==> config.mk <==
export PLATFORM = sky130hd
export DESIGN_NAME = pursuit_speed_heading_control_top
export DESIGN_NICKNAME = d
export VERILOG_FILES = /design/src/hdl/pshc_pkg.sv /design/src/hdl/pshc_prep.sv /design/src/hdl/pshc_cordic.sv /design/src/hdl/pshc_post.sv /design/src/hdl/pursuit_speed_heading_control_top.sv
export SDC_FILE = /design/constraint.sdc
export NUM_CORES = 2
export LEC_CHECK = 0
export ABC_CLOCK_PERIOD_IN_PS = 82600
export BUFFER_PORTS_ARGS = -buffer_cell sky130_fd_sc_hd__buf_2
export CAP_MARGIN = 10
export CORE_UTILIZATION = 30
export DETAILED_ROUTE_END_ITERATION = 7
export GPL_ROUTABILITY_DRIVEN = 0
export PLACE_DENSITY_LB_ADDON = 0.25
export SETUP_SLACK_MARGIN = 0.02
export SLEW_MARGIN = 20
export SYNTH_ARGS = -nofsm -noshare
export SYNTH_HDL_FRONTEND = slang
export SYNTH_HIERARCHICAL = 1
export SYNTH_SLANG_ARGS = --single-unit
==> constraint.sdc <==
create_clock -name i_clk -period 82.6 [get_ports i_clk]
set_input_delay 0 -clock i_clk [delete_from_list [all_inputs] [get_ports i_clk]]
set_output_delay 0 -clock i_clk [all_outputs]
set_load 0.02 [all_outputs]
==> src/hdl/pshc_pkg.sv <==
`default_nettype none
package pshc_pkg;

    localparam int CORDIC_STEPS = 14;
    localparam int TABLE_LEN    = 20;

    // datapath widths
    localparam int IN_W  = 16;
    localparam int HD_W  = 15;
    localparam int XW    = 24;
    localparam int ZW    = 20;
    localparam int EW    = 21;
    localparam int WE_W  = 19;
    localparam int DST_W = 18;
    localparam int LIN_W = 18;
    localparam int ANG_W = 19;
    localparam int GN_W  = 12;

    localparam logic signed [ZW-1:0] ANG_PI_Z = 20'sd205887;
    localparam logic signed [EW-1:0] ANG_PI     = 21'sd205887;
    localparam logic signed [EW-1:0] ANG_TWO_PI = 21'sd411775;
    localparam logic [15:0] INV_GAIN = 16'd39797;

    localparam logic [16:0] ATAN_TAB [TABLE_LEN] = '{
        17'd51472, 17'd30386, 17'd16055, 17'd8150, 17'd4091, 17'd2047, 17'd1024,
        17'd512, 17'd256, 17'd128, 17'd64, 17'd32, 17'd16, 17'd8, 17'd4, 17'd2,
        17'd1, 17'd0, 17'd0, 17'd0
    };

    typedef enum logic [1:0] {
        CFG_STOP_DIST = 2'd0,
        CFG_LIN_GAIN  = 2'd1,
        CFG_ANG_GAIN  = 2'd2
    } t_cfg_idx;

    typedef struct packed {
        logic signed [XW-1:0] x;
        logic signed [XW-1:0] y;
        logic signed [ZW-1:0] z;
    } t_vec;

    typedef struct packed {
        logic                   valid;
        logic                   zero;
        logic signed [HD_W-1:0] heading;
    } t_tag;

    typedef struct packed {
        logic [IN_W-1:0] stop_distance;
        logic [GN_W-1:0] linear_gain;
        logic [GN_W-1:0] angular_gain;
    } t_cfg;

    function automatic logic signed [EW-1:0] wrap_once(input logic signed [EW-1:0] a);
        logic signed [EW-1:0] r;
        r = a;
        if (a > ANG_PI) begin
            r = a - ANG_TWO_PI;
        end else if (a < -ANG_PI) begin
            r = a + ANG_TWO_PI;
        end
        return r;
    endfunction

endpackage
`default_nettype wire

==> src/hdl/pshc_prep.sv <==
`default_nettype none
module pshc_prep
    import pshc_pkg::*;
(
    input  wire logic                   i_clk,
    input  wire logic                   i_rst_n,
    input  wire logic                   i_en,
    input  wire logic                   i_valid,
    input  wire logic [IN_W-1:0]        i_leader_x,
    input  wire logic [IN_W-1:0]        i_leader_y,
    input  wire logic [IN_W-1:0]        i_follower_x,
    input  wire logic [IN_W-1:0]        i_follower_y,
    input  wire logic signed [HD_W-1:0] i_follower_heading,
    output t_vec                        o_vec,
    output t_tag                        o_tag
);

    logic signed [IN_W:0]  w_dx;
    logic signed [IN_W:0]  w_dy;
    logic signed [XW-1:0]  w_x;
    logic signed [XW-1:0]  w_y;
    t_vec                  n_vec;
    t_vec                  r_vec;
    t_tag                  r_tag;

    always_comb begin
        w_dx = $signed({1'b0, i_leader_x}) - $signed({1'b0, i_follower_x});
        w_dy = $signed({1'b0, i_leader_y}) - $signed({1'b0, i_follower_y});
        // four guard bits below the q.12 point
        w_x  = $signed({{(XW-IN_W-5){w_dx[IN_W]}}, w_dx, 4'b0000});
        w_y  = $signed({{(XW-IN_W-5){w_dy[IN_W]}}, w_dy, 4'b0000});
        n_vec.x = w_x;
        n_vec.y = w_y;
        n_vec.z = '0;
        // left half plane: rotate by pi first
        if (w_dx < 0) begin
            n_vec.x = -w_x;
            n_vec.y = -w_y;
            n_vec.z = (w_dy >= 0) ? ANG_PI_Z : -ANG_PI_Z;
        end
    end

    always_ff @(posedge i_clk) begin
        if (!i_rst_n) begin
            r_tag.valid <= 1'b0;
        end else if (i_en) begin
            r_tag.valid <= i_valid;
        end
        if (i_en) begin
            r_vec         <= n_vec;
            r_tag.zero    <= (w_dx == 0) && (w_dy == 0);
            r_tag.heading <= i_follower_heading;
        end
    end

    assign o_vec = r_vec;
    assign o_tag = r_tag;

endmodule
`default_nettype wire

==> src/hdl/pshc_cordic.sv <==
`default_nettype none
module pshc_cordic
    import pshc_pkg::*;
(
    input  wire logic i_clk,
    input  wire logic i_rst_n,
    input  wire logic i_en,
    input  t_vec      i_vec,
    input  t_tag      i_tag,
    output t_vec      o_vec,
    output t_tag      o_tag
);

    t_vec w_vec [CORDIC_STEPS+1];
    t_tag w_tag [CORDIC_STEPS+1];

    assign w_vec[0] = i_vec;
    assign w_tag[0] = i_tag;

    for (genvar s = 0; s < CORDIC_STEPS; s++) begin : g_stage
        logic signed [XW-1:0] w_xs;
        logic signed [XW-1:0] w_ys;
        logic signed [ZW-1:0] w_at;
        t_vec                 n_vec;
        t_vec                 r_vec;
        t_tag                 r_tag;

        always_comb begin
            w_xs = w_vec[s].x >>> s;
            w_ys = w_vec[s].y >>> s;
            w_at = $signed({{(ZW-17){1'b0}}, ATAN_TAB[s]});
            if (w_vec[s].y >= 0) begin
                n_vec.x = w_vec[s].x + w_ys;
                n_vec.y = w_vec[s].y - w_xs;
                n_vec.z = w_vec[s].z + w_at;
            end else begin
                n_vec.x = w_vec[s].x - w_ys;
                n_vec.y = w_vec[s].y + w_xs;
                n_vec.z = w_vec[s].z - w_at;
            end
        end

        always_ff @(posedge i_clk) begin
            if (!i_rst_n) begin
                r_tag.valid <= 1'b0;
            end else if (i_en) begin
                r_tag.valid <= w_tag[s].valid;
            end
            if (i_en) begin
                r_vec         <= n_vec;
                r_tag.zero    <= w_tag[s].zero;
                r_tag.heading <= w_tag[s].heading;
            end
        end

        assign w_vec[s+1] = r_vec;
        assign w_tag[s+1] = r_tag;
    end

    assign o_vec = w_vec[CORDIC_STEPS];
    assign o_tag = w_tag[CORDIC_STEPS];

endmodule
`default_nettype wire

==> src/hdl/pshc_post.sv <==
`default_nettype none
module pshc_post
    import pshc_pkg::*;
(
    input  wire logic              i_clk,
    input  wire logic              i_rst_n,
    input  wire logic              i_en,
    input  t_vec                   i_vec,
    input  t_tag                   i_tag,
    input  t_cfg                   i_cfg,
    output logic                   o_valid,
    output logic [LIN_W-1:0]       o_linear_speed,
    output logic signed [ANG_W-1:0] o_angular_rate
);

    localparam int PW  = XW + 17;
    localparam int LPW = DST_W + GN_W;
    localparam int APW = WE_W + GN_W + 1;

    // stage 1: gain compensation product, raw heading error
    logic                    r_s1_valid;
    logic                    r_s1_zero;
    logic signed [PW-1:0]    r_s1_prod;
    logic signed [EW-1:0]    r_s1_err;

    // stage 2: rounded distance, wrapped error
    logic                    r_s2_valid;
    logic [DST_W-1:0]        r_s2_dist;
    logic signed [WE_W-1:0]  r_s2_err;

    // stage 3: gain products, stop-distance comparison
    logic                    r_s3_valid;
    logic                    r_s3_over;
    logic [LPW-1:0]          r_s3_lprod;
    logic signed [APW-1:0]   r_s3_aprod;

    logic                    r_out_valid;
    logic [LIN_W-1:0]        r_lin;
    logic signed [ANG_W-1:0] r_ang;

    logic signed [PW-1:0]    w_rnd;
    logic signed [PW-21:0]   w_dist_full;
    logic [DST_W-1:0]        n_dist;
    logic signed [EW-1:0]    w_wrap1;
    logic signed [EW-1:0]    w_wrap2;
    logic [LPW:0]            w_lsum;
    logic [LPW-8:0]          w_lsh;
    logic [LIN_W-1:0]        n_lin;
    logic signed [APW:0]     w_asum;
    logic signed [APW-12:0]  w_ash;
    logic signed [ANG_W-1:0] n_ang;

    always_comb begin
        w_rnd       = r_s1_prod + $signed({{(PW-20){1'b0}}, 20'h80000});
        w_dist_full = w_rnd[PW-1:20];
        if (r_s1_zero || w_dist_full < 0) begin
            n_dist = '0;
        end else begin
            n_dist = w_dist_full[DST_W-1:0];
        end
        w_wrap1 = wrap_once(r_s1_err);
        w_wrap2 = wrap_once(w_wrap1);
    end

    always_comb begin
        w_lsum = {1'b0, r_s3_lprod} + (LPW+1)'(128);
        w_lsh  = w_lsum[LPW:8];
        if (!r_s3_over) begin
            n_lin = '0;
        end else if (w_lsh > (LPW-7)'(2**LIN_W - 1)) begin
            n_lin = '1;
        end else begin
            n_lin = w_lsh[LIN_W-1:0];
        end
        w_asum = {r_s3_aprod[APW-1], r_s3_aprod} + (APW+1)'(2048);
        w_ash  = w_asum[APW:12];
        if (w_ash > (APW-11)'(2**(ANG_W-1) - 1)) begin
            n_ang = {1'b0, {(ANG_W-1){1'b1}}};
        end else if (w_ash < -(APW-11)'(2**(ANG_W-1))) begin
            n_ang = {1'b1, {(ANG_W-1){1'b0}}};
        end else begin
            n_ang = w_ash[ANG_W-1:0];
        end
    end

    always_ff @(posedge i_clk) begin
        if (!i_rst_n) begin
            r_s1_valid  <= 1'b0;
            r_s2_valid  <= 1'b0;
            r_s3_valid  <= 1'b0;
            r_out_valid <= 1'b0;
        end else if (i_en) begin
            r_s1_valid  <= i_tag.valid;
            r_s2_valid  <= r_s1_valid;
            r_s3_valid  <= r_s2_valid;
            r_out_valid <= r_s3_valid;
        end
    end

    always_ff @(posedge i_clk) begin
        if (i_en) begin
            r_s1_zero  <= i_tag.zero;
            r_s1_prod  <= i_vec.x * $signed({1'b0, INV_GAIN});
            // zero offset has bearing zero, whatever the cordic accumulated
            r_s1_err   <= (i_tag.zero ? EW'(0) : EW'(i_vec.z))
                          - EW'($signed({i_tag.heading, 4'b0000}));
            r_s2_dist  <= n_dist;
            r_s2_err   <= w_wrap2[WE_W-1:0];
            r_s3_over  <= r_s2_dist > DST_W'(i_cfg.stop_distance);
            r_s3_lprod <= r_s2_dist * i_cfg.linear_gain;
            r_s3_aprod <= r_s2_err * $signed({1'b0, i_cfg.angular_gain});
            r_lin      <= n_lin;
            r_ang      <= n_ang;
        end
    end

    assign o_valid        = r_out_valid;
    assign o_linear_speed = r_lin;
    assign o_angular_rate = r_ang;

    a_err_wrapped : assert property (@(posedge i_clk) disable iff (!i_rst_n)
        r_s2_valid |-> (r_s2_err <= WE_W'(ANG_PI) && r_s2_err >= -WE_W'(ANG_PI)))
        else $error("heading error left the -pi..pi range");

    a_zero_dist : assert property (@(posedge i_clk) disable iff (!i_rst_n)
        (i_en && r_s1_valid && r_s1_zero) |=> (r_s2_dist == '0))
        else $error("zero offset gave a non-zero distance");

    a_stop_speed : assert property (@(posedge i_clk) disable iff (!i_rst_n)
        (i_en && r_s3_valid && !r_s3_over) |=> (o_linear_speed == '0))
        else $error("speed not zero inside the stop distance");

endmodule
`default_nettype wire

==> src/hdl/pursuit_speed_heading_control_top.sv <==
// pursuit speed and heading controller
//
// input channel (i_valid / o_ready): one transaction carries the leader
// position and the follower pose of one control tick. output channel
// (o_valid / i_ready): one transaction per input, with the linear speed
// and angular rate commands, in input order.
// configuration: i_cfg_we writes i_cfg_data into the register selected by
// i_cfg_idx (0 stop distance, 1 linear gain, 2 angular gain, 3 ignored);
// write only while the pipeline is empty.
// from input transaction to o_valid the pipeline has one stage for
// the offset and half-plane pre-rotation, one stage per cordic iteration
// (14), and four stages for gain correction, error wrap, gain products
// and saturation. throughput is one transaction per cycle while the
// receiver takes results; the unrolled cordic sets the depth.
// reset clears all stage valid bits and loads the default gains.
// when the receiver stalls with a result waiting, the whole pipeline
// holds and o_ready drops in the same cycle; nothing is lost or repeated.
`default_nettype none
module pursuit_speed_heading_control_top
    import pshc_pkg::*;
(
    input  wire logic                    i_clk,
    input  wire logic                    i_rst_n,
    input  wire logic                    i_valid,
    output logic                         o_ready,
    input  wire logic [IN_W-1:0]         i_leader_x,
    input  wire logic [IN_W-1:0]         i_leader_y,
    input  wire logic [IN_W-1:0]         i_follower_x,
    input  wire logic [IN_W-1:0]         i_follower_y,
    input  wire logic signed [HD_W-1:0]  i_follower_heading,
    output logic                         o_valid,
    input  wire logic                    i_ready,
    output logic [LIN_W-1:0]             o_linear_speed,
    output logic signed [ANG_W-1:0]      o_angular_rate,
    input  wire logic                    i_cfg_we,
    input  wire logic [1:0]              i_cfg_idx,
    input  wire logic [IN_W-1:0]         i_cfg_data
);

    t_cfg r_cfg;
    logic w_en;
    logic w_out_valid;
    t_vec w_prep_vec;
    t_tag w_prep_tag;
    t_vec w_cor_vec;
    t_tag w_cor_tag;

    always_ff @(posedge i_clk) begin
        if (!i_rst_n) begin
            r_cfg.stop_distance <= IN_W'(2048);
            r_cfg.linear_gain   <= GN_W'(256);
            r_cfg.angular_gain  <= GN_W'(1024);
        end else if (i_cfg_we) begin
            case (t_cfg_idx'(i_cfg_idx))
                CFG_STOP_DIST: r_cfg.stop_distance <= i_cfg_data;
                CFG_LIN_GAIN:  r_cfg.linear_gain   <= i_cfg_data[GN_W-1:0];
                CFG_ANG_GAIN:  r_cfg.angular_gain  <= i_cfg_data[GN_W-1:0];
                default: ;
            endcase
        end
    end

    // pipeline advances unless a finished result is held by the receiver
    assign w_en    = !w_out_valid || i_ready;
    assign o_ready = w_en;
    assign o_valid = w_out_valid;

    pshc_prep u_prep (
        .i_clk              (i_clk),
        .i_rst_n            (i_rst_n),
        .i_en               (w_en),
        .i_valid            (i_valid),
        .i_leader_x         (i_leader_x),
        .i_leader_y         (i_leader_y),
        .i_follower_x       (i_follower_x),
        .i_follower_y       (i_follower_y),
        .i_follower_heading (i_follower_heading),
        .o_vec              (w_prep_vec),
        .o_tag              (w_prep_tag)
    );

    pshc_cordic u_cordic (
        .i_clk   (i_clk),
        .i_rst_n (i_rst_n),
        .i_en    (w_en),
        .i_vec   (w_prep_vec),
        .i_tag   (w_prep_tag),
        .o_vec   (w_cor_vec),
        .o_tag   (w_cor_tag)
    );

    pshc_post u_post (
        .i_clk          (i_clk),
        .i_rst_n        (i_rst_n),
        .i_en           (w_en),
        .i_vec          (w_cor_vec),
        .i_tag          (w_cor_tag),
        .i_cfg          (r_cfg),
        .o_valid        (w_out_valid),
        .o_linear_speed (o_linear_speed),
        .o_angular_rate (o_angular_rate)
    );

endmodule
`default_nettype wire

Yosys cells after proc, flatten, opt, wreduce, memory -nomap -nowiden
Cells that the tools add are included.

cells by class
  mux-type cells = 23
  add/sub/neg operators = 95
  $lt $le $gt $ge = 25
  multipliers = 3
  reductions and logical operators = 10
  equality and inequality tests = 2

operator list
  operator                                                                              count
  68-bit two-way mux                                                                    15
  24-bit by 1-bit greater-or-equal comparator with 1-bit output, second input constant  14
  32-bit zero test                                                                      2
  21-bit by 19-bit > comparator with 1-bit output, second input constant                3
  21-bit by 19-bit < comparator with 1-bit output, second input constant                3
  21-bit two-way mux                                                                    3
  19-bit two-way mux                                                                    3
  24-bit by 11-bit adder with 24-bit output                                             2
  24-bit by 12-bit adder with 24-bit output                                             2
  24-bit by 13-bit adder with 24-bit output                                             2
  24-bit by 14-bit adder with 24-bit output                                             2
  24-bit by 15-bit adder with 24-bit output                                             2
  24-bit by 16-bit adder with 24-bit output                                             2
  24-bit by 17-bit adder with 24-bit output                                             2
  24-bit by 18-bit adder with 24-bit output                                             2
  24-bit by 19-bit adder with 24-bit output                                             2
  24-bit by 20-bit adder with 24-bit output                                             2
  24-bit by 21-bit adder with 24-bit output                                             2
  24-bit by 22-bit adder with 24-bit output                                             2
  24-bit by 23-bit adder with 24-bit output                                             2
  21-bit negation with 24-bit output                                                    2
  24-bit by 11-bit subtractor with 24-bit output                                        2
  24-bit by 12-bit subtractor with 24-bit output                                        2
  24-bit by 13-bit subtractor with 24-bit output                                        2
  other kinds (64)                                                                      81

storage, ports and cells
  input bits = 102
  bits in registers = 1495
  logic and storage cells = 266

Logic depth before layout (Yosys ltp)
  depth after elaboration = 6
  depth in mapped cells = 25
  depth with buffers taken out = 23

Cells and area by module
The synthesis kept the hierarchy.

modules (own cells, without submodules)
  module                             times used  area each (um^2)  sequential area each (um^2)  cells an instance
  pshc_cordic                        1           84163.2           35564.1                      8116
  pshc_post                          1           32102.0           4974.8                       3404
  pshc_prep                          1           4624.4            1791.7                       460
  pursuit_speed_heading_control_top  1           1561.5            800.8                        156

Least setup slack after synthesis
No wires, ideal clock.

  path type = input to register
  from = in i_ready
  to = reg u_prep.r_tag, in the netlist u_prep/o_tag[16]
  buffers on the path = 0
  cell stages on the path = 3
  setup slack = 46823 ps
  arrival = 35612 ps
  library setup time = 164 ps
  cells stage by stage = nand2b_1 > mux2i_1 > nor2b_1

on the way
  cells in the longest elaborated chain, start to end = 1

RTL lines
  element           RTL line                                 RTL
  from (decl)       pursuit_speed_heading_control_top.sv:32  input wire logic i_ready,
  1-bit logical OR  pursuit_speed_heading_control_top.sv:64  assign w_en = !w_out_valid || i_ready;
  to (decl)         pshc_prep.sv:24                          t_tag r_tag;

No other way between the ends.
A chain may end at the register's enable or synchronous reset.

Worst setup path in the final report
  from = reg u_cordic.g_stage[13].r_vec, in the netlist u_cordic/o_vec[51]
  to = reg u_post.r_s1_prod[39] (data pin)

on the way
  cells in the longest elaborated chain, start to end = 1

RTL lines
  element                                         RTL line           RTL
  from (decl)                                     pshc_cordic.sv:25  t_vec r_vec;
  from (signal assigned)                          pshc_cordic.sv:50  r_vec <= n_vec;
  24-bit by 17-bit multiplier with 41-bit output  pshc_post.sv:103   r_s1_prod <= i_vec.x * $signed({1'b0, INV_GAIN});
  to (signal assigned)                            pshc_post.sv:103
  to (decl)                                       pshc_post.sv:23    logic signed [PW-1:0] r_s1_prod;

No other way between the ends.

==> key figures <==
Setup path
  – Reg2reg end: u_post/r_s1_prod[39]
  – Crit-path cells: ha_1 -> xor2_1 -> ha_1 -> inv_1 -> fa_1 -> inv_1 -> fa_1 -> fa_1 -> inv_1 -> fa_1 -> inv_1 -> ha_1 -> a21o_1 -> a21o_1 -> a211o_1 -> a211oi_1 -> o31ai_1 -> a211oi_1 -> o21bai_1 -> a41oi_1 -> a21boi_0 -> o21ai_0 -> xnor2_1
  – Critical path's slowest cell: edfxtp_1
  – WS Path Type: reg -> reg
  – Setup slack, reg-to-reg: 75.61 ns
  – Max FO, Critical Path: 8
  – Worst Path Arrival: 7.65 ns
  – RR Startpoint: u_cordic/o_vec[51]
  – CP delay by family, top: adder cells
  – Critical path's largest stage delay: 0.57 ns
  – CP bufs+invs: 4
  – Startpoint Class: register
  – R2R cell count: 23
  – Crit path required time: 83.26 ns
  – Worst Setup End Kind: register

Min path
  – WHS Endpoint: u_prep/o_vec[0]
  – Hold Crit Class: in -> reg
  – Worst Hold Depth: 4
  – Hold Startpoint: i_leader_x[15]

CTS
  – Htree depth: 4
  – Num CTS Buffers: 179
  – Worst skew pair latency: 0.91 ns
  – PostCTS Resize Cnt: 0
  – Clk sinks: 1,419
  – Hold_buf cts: 147
  – Post-CTS Setup Bufs: 0
  – CTS Root Cell: clkbuf_16
  – CTS tree: built
  – Clock transition at path regs: 0.06 ns
  – Clk buf depth: 4

STA
  – Final count of pins violating max slew: 0
  – Unrepaired setup endpoints after global routing: no
  – Post-route setup TNS: 0 ns
  – Final Cycle Share: 0.0846
  – Max Clock Skew: 0.0781 ns
  – Final Setup Violations: 0
  – Relative slew slack: 0.272
  – Peak Freq: 143 MHz
  – Final Hold Vio Count: 0
  – Clock period minus worst slack: 6.99 ns
  – Worst slew pin tran: 1.06 ns

Synth
  – Cell count after synthesis: 11.9k
  – Post-Synthesis Cell Area: 0.120 sq mm
  – Synth Area per Inst: 10.1 sq um
  – Synth warnings: 6

Routing
  – Final ANT Viol Nets: 0
  – Drt wl/cell: 16.2 um
  – Residual DRC: 0
  – Pre-Repair DR Iteration Count: 5
  – Vias/cell: 4.79
  – Starting DRC count in detailed routing: 3,614
  – Via count: 84.2k
  – Routed wire length: 285 mm

Global routing
  – Overflow after GRT: 0
  – First-pass GRT wire length: 456 mm
  – Vias in the first global route: 85.2k
  – Met2 Use GR: 0.262
  – M3 GR Usage: 0.0151
  – Met1 GRT Util: 0.162
  – Largest net degree at the start of global routing: 192
  – Top Usage Layer GRT: met2
  – Antenna violations before repair: 3
  – Tot GR Track Use: 0.139

Floorplan
  – Die area: 0.402 sq mm
  – Core region area: 0.397 sq mm
  – Die X: 634 um
  – Die Y: 634 um
  – Initial core utilization: 0.302
  – FP Rows: 231
  – Num ports: 141

Cells and area
  – Layout area overhead: 11.6%
  – Layout filler cell count: 40.4k
  – Share of post-route cells with drive strength above 1: 0.0490
  – Nets: 14.1k

Status
  – Status: complete, no violations

Job
  – Max_cap viols: 0

Place
  – Dpl hpwl: 222 mm
  – IO buf count: 140
## cell usage in the layout (no fill, tap or decap), drive strengths merged, types with 130 or more instances in the layout
cell            n
a21o          275
nor2          717
edfxtp       1360
nand2b        136
o21ai         549
o21a          145
nand3         192
fa            571
buf           197
dlygate4sd3   147
xor2          452
nor2b         158
clkbuf        200
inv          1239
xnor2         845
nor3          249
o31ai         130
nand2         849
a21oi         726
and2          226
ha           1227
o21bai        134
## registers in the layout, summed over array words and instances (netlist names), 18 cells and up
register                flops
u_post/o_angular_rate      19
u_prep/o_vec               43
u_post/r_s2_dist           18
u_post/r_s1_prod           22
u_post/r_s3_lprod          23
u_cordic/o_vec             44
u_post/r_s2_err            19
u_post/r_s3_aprod          21
r_cfg                      40
u_post/r_s1_err            21
u_cordic/g_stage.r_vec    842
u_cordic/g_stage.r_tag    221
u_post/o_linear_speed      18
## metrics by stage
stage | util | std cells | instance area (sq um) | hold slack [ns] | worst slack (ns)
finish | 0.337 | 17600 | 134000 | 0.0242 | 75.61
global placement | 0.319 | 17100 | 127000 | 0.178 | 75.53
CTS | 0.337 | 17600 | 134000 | 0.000361 | 75.51
detailed placement | 0.319 | 17100 | 127000 | 0.179 | 75.52
floorplan | - | 12000 | 120000 | 0.0989 | 47.75
global route | 0.337 | 17600 | 134000 | 0.0366 | 75.09
## cell type report
type                    instances  area [sq um]  area share
diodes                          1          2.50   0.0000187
clock buffers                 200          4620      0.0345
clock inverters               123          1100     0.00825
inverters                    1235          4640      0.0346
multi-input cells            9021         72300       0.540
flip-flops and latches       1419         42000       0.314
well taps                    5242          6560      0.0490
repair buffers                344          2630      0.0196
## worst reg2reg max path: stages, from the launching register on
cell	delay [ns]
edfxtp_1	0.57
ha_1	0.45
xor2_1	0.19
ha_1	0.28
inv_1	0.05
fa_1	0.50
inv_1	0.06
fa_1	0.49
fa_1	0.49
inv_1	0.05
fa_1	0.47
inv_1	0.04
ha_1	0.28
a21o_1	0.16
a21o_1	0.17
a211o_1	0.31
a211oi_1	0.48
o31ai_1	0.24
a211oi_1	0.36
o21bai_1	0.17
a41oi_1	0.38
a21boi_0	0.23
o21ai_0	0.25
xnor2_1	0.09
## worst max-delay path by stage
stage | startpoint | depth (start not counted) | slack [ns] | to
final | u_cordic/o_vec[51] | 23 | 75.61 | u_post/r_s1_prod[39]
after global routing | u_cordic/o_vec[51] | 23 | 75.09 | u_post/r_s1_prod[39]
after CTS | u_cordic/o_vec[51] | 23 | 75.51 | u_post/r_s1_prod[39]
after detailed placement | u_cordic/o_vec[51] | 23 | 75.52 | u_post/r_s1_prod[39]
after global placement | u_cordic/o_vec[51] | 23 | 75.53 | u_post/r_s1_prod[40]
after floorplan | i_ready | 3 | 47.75 | u_prep/o_tag[16]
## routing by layer
metal / share of wire / up-vias
met5: 0 / -
li1: - / 42700
met3: 0.028 / 460
met2: 0.51 / 1141
met1: 0.43 / 39900
met4: 0.034 / 0
Power is not shown: default switching activity piles up to over one toggle a cycle in this logic, so the estimate is an artifact.
